$ cat config.mk
export PLATFORM = sky130hd
export DESIGN_NAME = nearest_center_assigner_core_flat
export DESIGN_NICKNAME = d
export VERILOG_FILES = /design/src/rtl/ncac_pkg.sv /design/src/rtl/ncac_if.sv /design/src/rtl/nearest_center_assigner_core.sv /design/src/rtl/ncac_front.sv /design/src/rtl/ncac_dist.sv /design/src/rtl/ncac_select.sv /design/src/rtl/ncac_out_fifo.sv /design/src/flat_wrapper.sv
export VERILOG_INCLUDE_DIRS = /design/src /design/src/rtl
export SDC_FILE = /design/constraint.sdc
export NUM_CORES = 2
export LEC_CHECK = 0
export BUFFER_PORTS_ARGS = -buffer_cell sky130_fd_sc_hd__buf_2
export CAP_MARGIN = 10
export CORE_MARGIN = 2
export CORE_UTILIZATION = 30
export DETAILED_ROUTE_END_ITERATION = 10
export GPL_TIMING_DRIVEN = 0
export PLACE_DENSITY = 0.44
export REMOVE_ABC_BUFFERS = 1
export SYNTH_ARGS = -nofsm -noshare
export SYNTH_HDL_FRONTEND = slang
export SYNTH_SLANG_ARGS = --single-unit
$ cat constraint.sdc
create_clock -name i_clk -period 9.7 [get_ports i_clk]
set_input_delay 0.485 -clock i_clk [delete_from_list [all_inputs] [get_ports i_clk]]
set_output_delay 0.485 -clock i_clk [all_outputs]
set_load 0.005 [all_outputs]
$ cat src/rtl/nearest_center_assigner_core_defines.svh
// Assertion macros shared by several of the RTL files
`ifndef NEAREST_CENTER_ASSIGNER_CORE_DEFINES_SVH
`define NEAREST_CENTER_ASSIGNER_CORE_DEFINES_SVH

`define NCAC_ASSERT_ALWAYS(lbl, clk, rstn, expr, msg) \
    lbl: assert property (@(posedge clk) disable iff (!rstn) (expr)) else $error(msg);

`define NCAC_ASSERT_NEXT(lbl, clk, rstn, ante, cons, msg) \
    lbl: assert property (@(posedge clk) disable iff (!rstn) (ante) |=> (cons)) else $error(msg);

`endif

$ cat src/rtl/ncac_pkg.sv
`default_nettype none

package ncac_pkg;

    localparam int COORD_W          = 16;
    localparam int SQ_W             = 32;
    localparam int ACC_W            = 40;
    localparam int CNT_W            = 16;
    localparam int CFG_W            = 7;
    localparam int DEF_NUM_CENTERS  = 2;
    localparam int DEF_MAX_DIMS     = 64;
    localparam int FIFO_DEPTH       = 8;
    localparam int FIFO_CW          = $clog2(FIFO_DEPTH + 1);

    localparam logic [CFG_W-1:0] NUM_DIMS_RESET = CFG_W'(2);
    localparam logic [CNT_W-1:0] CNT_MAX        = {CNT_W{1'b1}};

    typedef struct packed {
        logic vld;
        logic first;
        logic last;
        logic sos;
    } t_ctl;

endpackage

`default_nettype wire

$ cat src/rtl/ncac_if.sv
`default_nettype none

interface ncac_in_if;
    import ncac_pkg::*;

    logic                      valid;
    logic                      ready;
    logic signed [COORD_W-1:0] coordinate;
    logic                      start_of_set;

    modport source (output valid, output coordinate, output start_of_set, input ready);
    modport sink (input valid, input coordinate, input start_of_set, output ready);
endinterface

interface ncac_out_if #(
    parameter int IDX_W = 1
);
    import ncac_pkg::*;

    logic             valid;
    logic             ready;
    logic [IDX_W-1:0] center_index;
    logic [CNT_W-1:0] slot;
    logic             count_saturated;

    modport source (
        output valid, output center_index, output slot, output count_saturated,
        input ready
    );
    modport sink (
        input valid, input center_index, input slot, input count_saturated,
        output ready
    );
endinterface

`default_nettype wire

$ cat src/rtl/nearest_center_assigner_core.sv
// Channel   Dir  Payload                                  Transaction
// i_in      in   coordinate, start_of_set                 one coordinate of a point
// o_out     out  center_index, slot, count_saturated      one finished point
// i_cfg     in   i_cfg_wdata (num_dims)                   register write on i_cfg_we
//
// Takes one coordinate per cycle while ready: one center-bank read and squaring per center.
// A result passes the front, squaring and accumulate registers, then enters the output buffer.
// Reset is synchronous; it clears counters, seeding and member counts, no clearing pass.
// i_in.ready drops when buffered plus in-flight results would exceed 8 entries.
`default_nettype none

module nearest_center_assigner_core #(
    parameter int NUM_CENTERS = ncac_pkg::DEF_NUM_CENTERS,
    parameter int MAX_DIMS    = ncac_pkg::DEF_MAX_DIMS
) (
    input  wire logic                        i_clk,
    input  wire logic                        i_rst_n,
    ncac_in_if.sink                          i_in,
    ncac_out_if.source                       o_out,
    input  wire logic                        i_cfg_we,
    input  wire logic [ncac_pkg::CFG_W-1:0]  i_cfg_wdata
);
    import ncac_pkg::*;

    localparam int IDX_W = $clog2(NUM_CENTERS);
    localparam int OW    = IDX_W + CNT_W + 1;
    localparam int SUM_W = FIFO_CW + 1;

    logic [CFG_W-1:0]                   r_num_dims;
    logic                               accept;
    t_ctl                               ctl_p1;
    t_ctl                               ctl_sq;
    t_ctl                               ctl_fin;
    logic signed [COORD_W-1:0]          coord_p1;
    logic [NUM_CENTERS-1:0][COORD_W-1:0] center_p1;
    logic [NUM_CENTERS-1:0]             vmask_p1;
    logic [NUM_CENTERS-1:0][ACC_W-1:0]  fin;
    logic [NUM_CENTERS-1:0]             vmask_fin;
    logic                               push;
    logic [IDX_W-1:0]                   sel_idx;
    logic [CNT_W-1:0]                   sel_slot;
    logic                               sel_sat;
    logic [OW-1:0]                      out_data;
    logic [FIFO_CW-1:0]                 fifo_cnt;
    logic [SUM_W-1:0]                   pending;

    always_ff @(posedge i_clk) begin
        if (!i_rst_n) begin
            r_num_dims <= NUM_DIMS_RESET;
        end else if (i_cfg_we) begin
            r_num_dims <= i_cfg_wdata;
        end
    end

    assign pending = SUM_W'(fifo_cnt)
                   + SUM_W'(ctl_p1.vld && ctl_p1.last)
                   + SUM_W'(ctl_sq.vld && ctl_sq.last)
                   + SUM_W'(ctl_fin.vld);
    assign i_in.ready = (pending < SUM_W'(FIFO_DEPTH));
    assign accept     = i_in.valid && i_in.ready;

    ncac_front #(
        .NUM_CENTERS (NUM_CENTERS),
        .MAX_DIMS    (MAX_DIMS)
    ) u_front (
        .i_clk      (i_clk),
        .i_rst_n    (i_rst_n),
        .i_num_dims (r_num_dims),
        .i_accept   (accept),
        .i_coord    (i_in.coordinate),
        .i_sos      (i_in.start_of_set),
        .o_ctl      (ctl_p1),
        .o_coord    (coord_p1),
        .o_center   (center_p1),
        .o_vmask    (vmask_p1)
    );

    ncac_dist #(
        .NUM_CENTERS (NUM_CENTERS)
    ) u_dist (
        .i_clk     (i_clk),
        .i_rst_n   (i_rst_n),
        .i_ctl     (ctl_p1),
        .i_coord   (coord_p1),
        .i_center  (center_p1),
        .i_vmask   (vmask_p1),
        .o_ctl_sq  (ctl_sq),
        .o_ctl_fin (ctl_fin),
        .o_fin     (fin),
        .o_vmask   (vmask_fin)
    );

    ncac_select #(
        .NUM_CENTERS (NUM_CENTERS),
        .IDX_W       (IDX_W)
    ) u_select (
        .i_clk   (i_clk),
        .i_rst_n (i_rst_n),
        .i_ctl   (ctl_fin),
        .i_fin   (fin),
        .i_vmask (vmask_fin),
        .o_push  (push),
        .o_idx   (sel_idx),
        .o_slot  (sel_slot),
        .o_sat   (sel_sat)
    );

    ncac_out_fifo #(
        .W (OW)
    ) u_out_fifo (
        .i_clk   (i_clk),
        .i_rst_n (i_rst_n),
        .i_push  (push),
        .i_data  ({sel_idx, sel_slot, sel_sat}),
        .i_ready (o_out.ready),
        .o_valid (o_out.valid),
        .o_data  (out_data),
        .o_count (fifo_cnt)
    );

    assign o_out.center_index    = out_data[OW-1 -: IDX_W];
    assign o_out.slot            = out_data[CNT_W:1];
    assign o_out.count_saturated = out_data[0];

endmodule

`default_nettype wire

$ cat src/rtl/ncac_front.sv
`default_nettype none

`include "nearest_center_assigner_core_defines.svh"

module ncac_front #(
    parameter int NUM_CENTERS = ncac_pkg::DEF_NUM_CENTERS,
    parameter int MAX_DIMS    = ncac_pkg::DEF_MAX_DIMS
) (
    input  wire logic                                          i_clk,
    input  wire logic                                          i_rst_n,
    input  wire logic [ncac_pkg::CFG_W-1:0]                    i_num_dims,
    input  wire logic                                          i_accept,
    input  wire logic signed [ncac_pkg::COORD_W-1:0]           i_coord,
    input  wire logic                                          i_sos,
    output ncac_pkg::t_ctl                                     o_ctl,
    output logic signed [ncac_pkg::COORD_W-1:0]                o_coord,
    output logic [NUM_CENTERS-1:0][ncac_pkg::COORD_W-1:0]      o_center,
    output logic [NUM_CENTERS-1:0]                             o_vmask
);
    import ncac_pkg::*;

    localparam int DIM_BITS = $clog2(MAX_DIMS + 1);
    localparam int EW       = (CFG_W > DIM_BITS) ? CFG_W : DIM_BITS;
    localparam int AW       = (MAX_DIMS > 1) ? $clog2(MAX_DIMS) : 1;
    localparam int SW       = $clog2(NUM_CENTERS + 1);

    logic [EW-1:0]          nd;
    logic [EW-1:0]          dims;
    logic [EW-1:0]          dlast;
    logic [EW-1:0]          cnt_ext;
    logic [AW-1:0]          cnt_eff;
    logic [AW-1:0]          d;
    logic                   last;
    logic [SW-1:0]          seed_eff;
    logic                   seeding;

    logic [AW-1:0]          r_dim_cnt;
    logic [SW-1:0]          r_seeded;
    logic                   r_sos_hold;
    t_ctl                   r_ctl;
    logic signed [COORD_W-1:0] r_coord;
    logic [NUM_CENTERS-1:0] r_vmask;
    logic [NUM_CENTERS-1:0] n_vmask;

    always_comb begin
        nd       = EW'(i_num_dims);
        if (nd == '0) begin
            dims = EW'(1);
        end else if (nd > EW'(MAX_DIMS)) begin
            dims = EW'(MAX_DIMS);
        end else begin
            dims = nd;
        end
        dlast    = dims - EW'(1);
        cnt_eff  = i_sos ? '0 : r_dim_cnt;
        cnt_ext  = EW'(cnt_eff);
        last     = (cnt_ext >= dlast);
        d        = last ? dlast[AW-1:0] : cnt_eff;
        seed_eff = i_sos ? '0 : r_seeded;
        seeding  = (seed_eff < SW'(NUM_CENTERS));
        for (int c = 0; c < NUM_CENTERS; c++) begin
            n_vmask[c] = !seeding || (SW'(c) <= seed_eff);
        end
    end

    // hold a start of set until the point that it opens finishes
    always_ff @(posedge i_clk) begin
        if (!i_rst_n) begin
            r_dim_cnt  <= '0;
            r_seeded   <= '0;
            r_sos_hold <= 1'b0;
            r_ctl      <= '0;
        end else begin
            r_ctl.vld   <= i_accept;
            r_ctl.first <= (cnt_eff == '0);
            r_ctl.last  <= last;
            r_ctl.sos   <= i_sos || r_sos_hold;
            if (i_accept) begin
                r_dim_cnt  <= last ? '0 : d + AW'(1);
                r_seeded   <= (last && seeding) ? seed_eff + SW'(1) : seed_eff;
                r_sos_hold <= last ? 1'b0 : (i_sos || r_sos_hold);
            end
        end
    end

    always_ff @(posedge i_clk) begin
        if (i_accept) begin
            r_coord <= i_coord;
            r_vmask <= n_vmask;
        end
    end

    for (genvar c = 0; c < NUM_CENTERS; c++) begin : g_bank
        logic [COORD_W-1:0] r_mem [MAX_DIMS];
        logic [COORD_W-1:0] r_rd;
        logic               we;

        assign we = i_accept && seeding && (seed_eff == SW'(c));

        always_ff @(posedge i_clk) begin
            if (we) begin
                r_mem[d] <= i_coord;
            end
            if (i_accept) begin
                r_rd <= we ? i_coord : r_mem[d];
            end
        end

        assign o_center[c] = r_rd;
    end

    assign o_ctl   = r_ctl;
    assign o_coord = r_coord;
    assign o_vmask = r_vmask;

    `NCAC_ASSERT_ALWAYS(a_seed_bound, i_clk, i_rst_n, r_seeded <= SW'(NUM_CENTERS), "seed count past center count")
    `NCAC_ASSERT_NEXT(a_dim_step, i_clk, i_rst_n, i_accept && !last, r_dim_cnt == $past(d) + AW'(1), "dimension counter did not advance")

endmodule

`default_nettype wire

$ cat src/rtl/ncac_dist.sv
`default_nettype none

module ncac_dist #(
    parameter int NUM_CENTERS = ncac_pkg::DEF_NUM_CENTERS
) (
    input  wire logic                                          i_clk,
    input  wire logic                                          i_rst_n,
    input  wire ncac_pkg::t_ctl                                i_ctl,
    input  wire logic signed [ncac_pkg::COORD_W-1:0]           i_coord,
    input  wire logic [NUM_CENTERS-1:0][ncac_pkg::COORD_W-1:0] i_center,
    input  wire logic [NUM_CENTERS-1:0]                        i_vmask,
    output ncac_pkg::t_ctl                                     o_ctl_sq,
    output ncac_pkg::t_ctl                                     o_ctl_fin,
    output logic [NUM_CENTERS-1:0][ncac_pkg::ACC_W-1:0]        o_fin,
    output logic [NUM_CENTERS-1:0]                             o_vmask
);
    import ncac_pkg::*;

    logic signed [COORD_W:0]     diff [NUM_CENTERS];
    logic signed [2*COORD_W+1:0] prod [NUM_CENTERS];
    logic [ACC_W-1:0]            acc_next [NUM_CENTERS];

    t_ctl                   r_ctl_sq;
    logic [SQ_W-1:0]        r_sq [NUM_CENTERS];
    logic [NUM_CENTERS-1:0] r_vm_sq;

    t_ctl                   r_ctl_fin;
    logic [ACC_W-1:0]       r_acc [NUM_CENTERS];
    logic [NUM_CENTERS-1:0][ACC_W-1:0] r_fin;
    logic [NUM_CENTERS-1:0] r_vm_fin;

    always_comb begin
        for (int c = 0; c < NUM_CENTERS; c++) begin
            diff[c] = $signed({i_coord[COORD_W-1], i_coord})
                    - $signed({i_center[c][COORD_W-1], i_center[c]});
            prod[c] = diff[c] * diff[c];
            acc_next[c] = (r_ctl_sq.first ? '0 : r_acc[c]) + ACC_W'(r_sq[c]);
        end
    end

    always_ff @(posedge i_clk) begin
        if (!i_rst_n) begin
            r_ctl_sq  <= '0;
            r_ctl_fin <= '0;
        end else begin
            r_ctl_sq        <= i_ctl;
            r_ctl_fin.vld   <= r_ctl_sq.vld && r_ctl_sq.last;
            r_ctl_fin.first <= r_ctl_sq.first;
            r_ctl_fin.last  <= r_ctl_sq.last;
            r_ctl_fin.sos   <= r_ctl_sq.sos;
        end
    end

    always_ff @(posedge i_clk) begin
        if (i_ctl.vld) begin
            r_vm_sq <= i_vmask;
            for (int c = 0; c < NUM_CENTERS; c++) begin
                r_sq[c] <= prod[c][SQ_W-1:0];
            end
        end
        if (r_ctl_sq.vld) begin
            for (int c = 0; c < NUM_CENTERS; c++) begin
                r_acc[c] <= acc_next[c];
            end
            if (r_ctl_sq.last) begin
                r_vm_fin <= r_vm_sq;
                for (int c = 0; c < NUM_CENTERS; c++) begin
                    r_fin[c] <= acc_next[c];
                end
            end
        end
    end

    assign o_ctl_sq  = r_ctl_sq;
    assign o_ctl_fin = r_ctl_fin;
    assign o_fin     = r_fin;
    assign o_vmask   = r_vm_fin;

endmodule

`default_nettype wire

$ cat src/rtl/ncac_select.sv
`default_nettype none

`include "nearest_center_assigner_core_defines.svh"

module ncac_select #(
    parameter int NUM_CENTERS = ncac_pkg::DEF_NUM_CENTERS,
    parameter int IDX_W       = $clog2(NUM_CENTERS)
) (
    input  wire logic                                        i_clk,
    input  wire logic                                        i_rst_n,
    input  wire ncac_pkg::t_ctl                              i_ctl,
    input  wire logic [NUM_CENTERS-1:0][ncac_pkg::ACC_W-1:0] i_fin,
    input  wire logic [NUM_CENTERS-1:0]                      i_vmask,
    output logic                                             o_push,
    output logic [IDX_W-1:0]                                 o_idx,
    output logic [ncac_pkg::CNT_W-1:0]                       o_slot,
    output logic                                             o_sat
);
    import ncac_pkg::*;

    localparam int P = 1 << IDX_W;

    logic [ACC_W:0]   key [P];
    logic [IDX_W-1:0] kid [P];
    logic [IDX_W-1:0] best;
    logic [CNT_W-1:0] cnt_sel;
    logic             sat;
    logic [CNT_W-1:0] n_cnt [NUM_CENTERS];
    logic [CNT_W-1:0] r_cnt [NUM_CENTERS];

    always_comb begin
        for (int j = 0; j < P; j++) begin
            if (j < NUM_CENTERS) begin
                key[j] = {~i_vmask[j], i_fin[j]};
            end else begin
                key[j] = '1;
            end
            kid[j] = IDX_W'(j);
        end
        for (int lvl = 0; lvl < IDX_W; lvl++) begin
            for (int j = 0; j < (P >> (lvl + 1)); j++) begin
                if (key[2*j+1] <= key[2*j]) begin
                    key[j] = key[2*j+1];
                    kid[j] = kid[2*j+1];
                end else begin
                    key[j] = key[2*j];
                    kid[j] = kid[2*j];
                end
            end
        end
        best    = kid[0];
        cnt_sel = i_ctl.sos ? '0 : r_cnt[best];
        sat     = (cnt_sel == CNT_MAX);
        for (int c = 0; c < NUM_CENTERS; c++) begin
            n_cnt[c] = i_ctl.sos ? '0 : r_cnt[c];
            if ((IDX_W'(c) == best) && !sat) begin
                n_cnt[c] = cnt_sel + CNT_W'(1);
            end
        end
    end

    always_ff @(posedge i_clk) begin
        if (!i_rst_n) begin
            for (int c = 0; c < NUM_CENTERS; c++) begin
                r_cnt[c] <= '0;
            end
        end else if (i_ctl.vld) begin
            for (int c = 0; c < NUM_CENTERS; c++) begin
                r_cnt[c] <= n_cnt[c];
            end
        end
    end

    assign o_push = i_ctl.vld;
    assign o_idx  = best;
    assign o_slot = cnt_sel;
    assign o_sat  = sat;

    `NCAC_ASSERT_NEXT(a_count_step, i_clk, i_rst_n, i_ctl.vld && !sat, r_cnt[$past(best)] == $past(cnt_sel) + CNT_W'(1), "member count did not advance")

endmodule

`default_nettype wire

$ cat src/rtl/ncac_out_fifo.sv
`default_nettype none

`include "nearest_center_assigner_core_defines.svh"

module ncac_out_fifo #(
    parameter int W = 18
) (
    input  wire logic                          i_clk,
    input  wire logic                          i_rst_n,
    input  wire logic                          i_push,
    input  wire logic [W-1:0]                  i_data,
    input  wire logic                          i_ready,
    output logic                               o_valid,
    output logic [W-1:0]                       o_data,
    output logic [ncac_pkg::FIFO_CW-1:0]       o_count
);
    import ncac_pkg::*;

    localparam int PW = $clog2(FIFO_DEPTH);

    logic [W-1:0]       r_buf [FIFO_DEPTH];
    logic [PW-1:0]      r_wr;
    logic [PW-1:0]      r_rd;
    logic [FIFO_CW-1:0] r_cnt;
    logic               pop;
    logic               full;

    assign pop  = o_valid && i_ready;
    assign full = (r_cnt == FIFO_CW'(FIFO_DEPTH));

    always_ff @(posedge i_clk) begin
        if (!i_rst_n) begin
            r_wr  <= '0;
            r_rd  <= '0;
            r_cnt <= '0;
        end else begin
            if (i_push) begin
                r_wr <= r_wr + PW'(1);
            end
            if (pop) begin
                r_rd <= r_rd + PW'(1);
            end
            case ({i_push, pop})
                2'b10:   r_cnt <= r_cnt + FIFO_CW'(1);
                2'b01:   r_cnt <= r_cnt - FIFO_CW'(1);
                default: r_cnt <= r_cnt;
            endcase
        end
    end

    always_ff @(posedge i_clk) begin
        if (i_push) begin
            r_buf[r_wr] <= i_data;
        end
    end

    assign o_valid = (r_cnt != '0);
    assign o_data  = r_buf[r_rd];
    assign o_count = r_cnt;

    `NCAC_ASSERT_ALWAYS(a_no_overflow, i_clk, i_rst_n, !(i_push && full && !pop), "result buffer overflow")

endmodule

`default_nettype wire

$ cat src/flat_wrapper.sv
// flat-port wrapper written by rule: the top's interface ports become plain ports
module nearest_center_assigner_core_flat import ncac_pkg::*;
#(
    parameter int NUM_CENTERS = ncac_pkg::DEF_NUM_CENTERS,
    parameter int MAX_DIMS    = ncac_pkg::DEF_MAX_DIMS
)
  (i_clk, i_rst_n, i_cfg_we, i_cfg_wdata, i_in_valid, i_in_coordinate, i_in_start_of_set, i_in_ready, o_out_valid, o_out_center_index, o_out_slot, o_out_count_saturated, o_out_ready);
  ncac_in_if i_in_i ();
  ncac_out_if #(.IDX_W(1)) o_out_i ();
  input  wire logic i_clk;
  input  wire logic i_rst_n;
  input  wire logic i_cfg_we;
  input  wire logic [ncac_pkg::CFG_W-1:0] i_cfg_wdata;
  input wire logic [$bits(i_in_i.valid)-1:0] i_in_valid;
  input wire logic [$bits(i_in_i.coordinate)-1:0] i_in_coordinate;
  input wire logic [$bits(i_in_i.start_of_set)-1:0] i_in_start_of_set;
  output wire logic [$bits(i_in_i.ready)-1:0] i_in_ready;
  output wire logic [$bits(o_out_i.valid)-1:0] o_out_valid;
  output wire logic [$bits(o_out_i.center_index)-1:0] o_out_center_index;
  output wire logic [$bits(o_out_i.slot)-1:0] o_out_slot;
  output wire logic [$bits(o_out_i.count_saturated)-1:0] o_out_count_saturated;
  input wire logic [$bits(o_out_i.ready)-1:0] o_out_ready;
  assign i_in_i.valid = i_in_valid;
  assign i_in_i.coordinate = i_in_coordinate;
  assign i_in_i.start_of_set = i_in_start_of_set;
  assign i_in_ready = i_in_i.ready;
  assign o_out_valid = o_out_i.valid;
  assign o_out_center_index = o_out_i.center_index;
  assign o_out_slot = o_out_i.slot;
  assign o_out_count_saturated = o_out_i.count_saturated;
  assign o_out_i.ready = o_out_ready;
  nearest_center_assigner_core #(.NUM_CENTERS(NUM_CENTERS), .MAX_DIMS(MAX_DIMS)) u_core (.i_clk(i_clk), .i_rst_n(i_rst_n), .i_in(i_in_i), .o_out(o_out_i), .i_cfg_we(i_cfg_we), .i_cfg_wdata(i_cfg_wdata));
endmodule
Word-level counts from Yosys, hierarchy flattened
Memories as Yosys holds them, arrays and structs flattened. A register that Yosys moved wholly into a read port is not among the register bits.
Cells that the tools add are included.
- $lt $le $gt $ge: 7
- multiplexer cells: 34
- multiply operators: 2
- eq/ne operators: 6
- bitwise operators: 5
- reduce and logical (&&, ||, !) cells: 23
- add/sub/neg operators: 15
- operators with widths (cell ; number):
    two-way mux 16 bit ; 7
    adder 40 x 32 -> 40 bit ; 2
    two-way mux 40 bit ; 2
    multiplier 17 x 17 -> 32 bit ; 2
    <= comparator 41 bit ; 1
    subtractor 16 x 16 -> 17 bit ; 2
    two-way mux 6 bit ; 3
    adder 16 x 1 -> 16 bit (second input constant) ; 1
    == test 16 bit (second input constant) ; 1
    two-way mux 1 bit ; 15
    two-way mux 7 bit ; 2
    adder 5 x 1 -> 5 bit ; 2
    logical AND 1 bit ; 10
    one-hot mux 4 bit (2 select lines) ; 1
    >= comparator 6 x 7 -> 1 bit ; 1
    greater-than comparator 7 bit (second input constant) ; 1
    logical NOT 7 bit ; 1
    subtractor 7 x 1 -> 7 bit (second input constant) ; 1
    adder 3 x 1 -> 3 bit (second input constant) ; 2
    adder 6 x 1 -> 6 bit (second input constant) ; 1
    logical NOT 6 bit ; 1
    two-way mux 3 bit ; 2
    AND reduction 2 bit ; 3
    adder 4 x 1 -> 5 bit ; 1
    other kinds (17) ; 27
- bits in writable memories: 2368
- word-level logic and storage cells: 121
- memories kept: 6
- input bits: 29
- output and inout port bits: 20
- register bits: 138
- memory list (name ; words ; bits a word ; rd ports ; clocked after Yosys merged registers in ; write ports ; RTL line ; RTL):
    u_core.u_front.g_bank[0].r_mem ; 64 ; 16 ; 1 ; 1 ; 1 ; ncac_front.sv:94 ; logic [COORD_W-1:0] r_mem [MAX_DIMS];
    u_core.u_front.g_bank[1].r_mem ; 64 ; 16 ; 1 ; 1 ; 1 ; ncac_front.sv:94 ;
    u_core.u_out_fifo.r_buf ; 8 ; 18 ; 1 ; 1 ; 1 ; ncac_out_fifo.sv:21 ; logic [W-1:0] r_buf [FIFO_DEPTH];
    u_core.u_dist.r_acc ; 2 ; 40 ; 2 ; 0 ; 2 ; ncac_dist.sv:28 ; logic [ACC_W-1:0] r_acc [NUM_CENTERS];
    u_core.u_dist.r_sq ; 2 ; 32 ; 2 ; 0 ; 2 ; ncac_dist.sv:24 ; logic [SQ_W-1:0] r_sq [NUM_CENTERS];
    u_core.u_select.r_cnt ; 2 ; 16 ; 1 ; 0 ; 2 ; ncac_select.sv:29 ; logic [CNT_W-1:0] r_cnt [NUM_CENTERS];

Logic depth before layout (Yosys ltp)
An unclocked memory read counts as a cell.
- depth after elaboration: 11
- depth in mapped cells: 38
- mapped depth without buffers: 37

Hierarchy
From an unflattened synthesis, not the netlist that was laid out.
- cell total of the unflattened synthesis: 8767
- area, all modules: 121886.9 sq um
- modules (own cells, without submodules) (module ; times used ; cells each ; area each (sq um)):
    ncac_front ; 1 ; 5010 ; 81315.5
    ncac_dist ; 1 ; 3053 ; 30747.0
    ncac_out_fifo ; 1 ; 280 ; 6203.4
    ncac_select ; 1 ; 390 ; 3266.9
    nearest_center_assigner_core ; 1 ; 34 ; 354.1

Least setup slack after synthesis
OpenSTA, ideal clock, no wires.
- kind: reg2reg
- start: register u_core.u_front.r_coord[2], in the netlist u_core.u_front.o_coord[2]
- end: memory u_core.u_dist.r_sq[0][30], data pin
- cell stages (with the launch flop): 28
- path slack: 1.789 ns
- library setup time: 0.258 ns
- path buffers: 1
- arrival time: 7.653 ns
- period minus slack after synthesis: 7.911 ns
- cells stage by stage: edfxtp_1 ha_1 nor2b_1 o31a_1 o41ai_1 o211ai_1 a31oi_1 o21a_1 clkbuf_1 nand2_1 fa_1 fa_1 inv_1 fa_1 inv_1 fa_1 fa_1 fa_1 inv_1 ha_1 a21oi_1 inv_1 a2111oi_0 o31ai_1 or4_1 a31o_2 a21oi_1 xnor2_1
- RTL lines (what ; RTL line ; RTL):
    from (decl) ; ncac_front.sv:41 ; logic signed [COORD_W-1:0] r_coord;
    from (signal assigned) ; ncac_front.sv:88 ; r_coord <= i_coord;
    to (decl) ; ncac_dist.sv:24 ;

==> flow_summary.yaml <==
drt:
  vias: 70797
  wl_met3_um: 23820
  viasPerCell: 5.171
  wl_um: 371400
  ant_nets: 0
  route.top_layer_used: "met4"
  wire_per_inst_um: 27.13
  met1_length_um: 161600
  dr.pass1.iters: 10
  drt_iter0_drc: 7935
  drcViolationCount: 0
  met2_length_um: 176300
setup_path:
  r2r_start: "u_core.u_front.g_bank[0].r_rd[0]"
  rrSetupSlack_ps: 410
  arrival_ps: 9850
  r2r_end: "u_core.u_dist.r_sq[0][30]"
  r2r_cells: 30
  start_kind: "register"
  cp-end-kind: "register"
  path_common_cell: "fa_1"
  cp_slowest_cell: "fa_1"
  path_class: "register to register"
  critPathMaxStageDelay_ps: 580
  worstPathRequired_ps: 10260
  crit_path_max_fanout: 9
yosys:
  synth_edf_count: 2497
  synth_seq_area_share: 0.6443
  synth_top_area_frac: 0.6376
  yosysTopAreaCell: "edfxtp_1"
  synth_area_leaders: "edfxtp_1 (64%), fa_1 (8.8%), ha_1 (3.3%)"
  synth_top_family_by_area: "adder cells"
  ys_ff_latch: 2536
  netlist_area_mm2: 0.1176
  synth_ff_type: "edfxtp_1"
  synth_cells: 7945
  synth_xor_area_frac: 0.01429
  syn_avg_cell_area_um2: 14.80
  synth_compound_area_frac: 0.1087
  ys_types: 98
  yosys_warnings: 0
  synthMuxAreaShare: 0.01724
  yosys.area_share.simple: 0.05452
  synth_fa_ha_area_frac: 0.1210
  synthArstFlopShare: 0
floorplan:
  rows: 229
  ioPinCount: 49
  initial_utilization: 0.3018
  dieWidth_um: 630.1
  coreArea_mm2: 0.3897
  die_area_mm2: 0.3970
  die_h_um: 630.1
global_routing:
  grt_pass1_wl_um: 531000
  track_usage: 0.1829
  grt_max_degree: 106
  grt_overflow: 0
  first_global_vias: 72189
  antenna_found_initial: 20
sta:
  slew_headroom: 0.09700
  tightest_slew_ps: 1354
  setup_viol_count_final: 0
  layout_min_cycle_time_ps: 9292
  final_max_slew_viol_count: 0
  post-route-period-util: 0.9579
  hold_ws_ps: 76.36
  hold_violations: 0
  finClkSkew_ps: 83.60
  max_freq_ghz: 0.1076
  setup_ws_ps: 408.1
cts:
  cts_tree: "built"
  cts.clk_slew.worst_paths_ps: 60
  cts_root_buf: "clkbuf_16"
  clock-sinks: 2536
  cts_buffers: 281
  clock_latency_ps: 910
  clock_path_buffers: 4
  ctsHtreeMaxLevel: 5
final_layout:
  drive_above_1_share: 0.1285
  syn_to_final_growth_pct: 18.37
  mostFrequentLayoutCell: "edfxtp_1"
  layout.nets: 9125
  mostFrequentLayoutCells: "edfxtp_1 (2497), inv_1 (780), fa_1 (519)"
  final_cells: 13692
placement:
  gp_congestion: 0.7992
  pre_cts_slack_ps: -351.3
  port_buffers: 48
  dp_hpwl_um: 247600
  placed_cells: 13140
worst_hold_path:
  min_path_type: "primary input to register"
  hold_end: "u_core.u_front.g_bank[1].r_mem[6][12]"
  worstHoldPathCells: 1
  worstHoldStart: "i_in_coordinate[12]"
flow_run:
  drv_cap: 0
run_status:
  status: "finished, final reports clean"
cell type report:
cell class	count	area, um^2
Clock buffer	350	7407
Multi-Input combinational cell	4238	37970
Sequential cell	2536	75780
Clock inverter	143	1610
Fill cell	37068	250500
Tap cell	5197	6502
Timing Repair inverter	1	5.005
Inverter	797	3010
Antenna cell	15	37.54
Timing Repair Buffer	415	6882
metrics by stage:
step	instance area [um^2]	util	TNS, ps
after floorplan	115900	-	-746410
after global placement	122600	0.3147	-
after detailed placement	129600	0.3326	-1364
after CTS	139000	0.3566	0
after global routing	139200	0.3571	-11.66
final	139200	0.3572	0
worst max-delay path by stage:
| stage | slack [ps] | cells past startpoint | to | startpoint |
|---|---|---|---|---|
| finish | 410 | 30 | u_core.u_dist.r_sq[0][30] | u_core.u_front.g_bank[0].r_rd[0] |
| global route | -10 | 34 | u_core.u_dist.r_sq[0][62] | u_core.u_front.o_coord[0] |
| CTS | 40 | 34 | u_core.u_dist.r_sq[0][61] | u_core.u_front.g_bank[1].r_rd[1] |
| detailed placement | -350 | 33 | u_core.u_dist.r_sq[0][62] | u_core.u_front.g_bank[1].r_rd[1] |
| global placement | -22650 | 15 | u_core.u_front.g_bank[1].r_mem[58][3] | u_core.r_num_dims[2] |
| floorplan | -1470 | 17 | u_core.u_front.g_bank[1].r_rd[1] | u_core.r_num_dims[2] |
kinds of logic after synthesis:
family / after synthesis
AO/OA/AOI/OAI: 1638
adder cells (fa/ha/maj): 826
buffers and inverters: 1171
XOR/XNOR: 191
multiplexers: 151
AND/OR/NAND/NOR: 1432
flip-flops: 2536
state kept, by name, indices dropped and copies added (netlist names), 3 cells and up, named ones only:
register,cells
u_core.u_select.r_cnt,32
u_core.u_dist.o_ctl_sq,4
u_core.u_out_fifo.r_wr,3
u_core.u_out_fifo.o_count,4
u_core.u_dist.r_sq,62
u_core.u_front.o_coord,16
u_core.u_front.g_bank.r_rd,32
u_core.r_num_dims,7
u_core.u_front.o_ctl,4
u_core.u_front.r_dim_cnt,6
u_core.u_out_fifo.r_buf,144
u_core.u_out_fifo.r_rd,3
u_core.u_dist.o_fin,80
u_core.u_front.g_bank.r_mem,2048
u_core.u_dist.r_acc,80
cells in the mapped netlist, types with 116 or more instances:
cell and count:
edfxtp_1 2497, inv_1 784, fa_1 519, nand2_1 498, nor2_1 486, a222oi_1 350, ha_1 307, a21oi_1 201
clkbuf_1 191, a31oi_1 165, xnor2_1 147, a22o_1 145, buf_2 123, o21ai_0 116
worst max-delay path: cells and delay by family (launching register included):
kind	cells	cell delay (ps)
flops	1	450
simple gates	4	1390
fa+ha+maj	9	4070
xor+xnor	1	120
buf+inv	7	650
compound gates	9	2320
layer usage:
metal | up-vias | global-route usage
li1 | 30850 | -
met1 | 37027 | 0.2509
met2 | 2419 | 0.3032
met3 | 501 | 0.02661
met4 | 0 | 0.04697
met5 | - | 0
timing repair:
action | 4_1_cts | 5_1_grt
hold buffers | 30 | 0
resized for setup | 8 | 18
pin swaps | 0 | 2
endpoints found under the hold margin | 325 | 0
cloned | 0 | 1
setup buffers | 0 | 10
endpoints found under the setup margin | 5 | 8
Power is not shown: default switching activity piles up to over one toggle a cycle in this logic, so the estimate is an artifact.
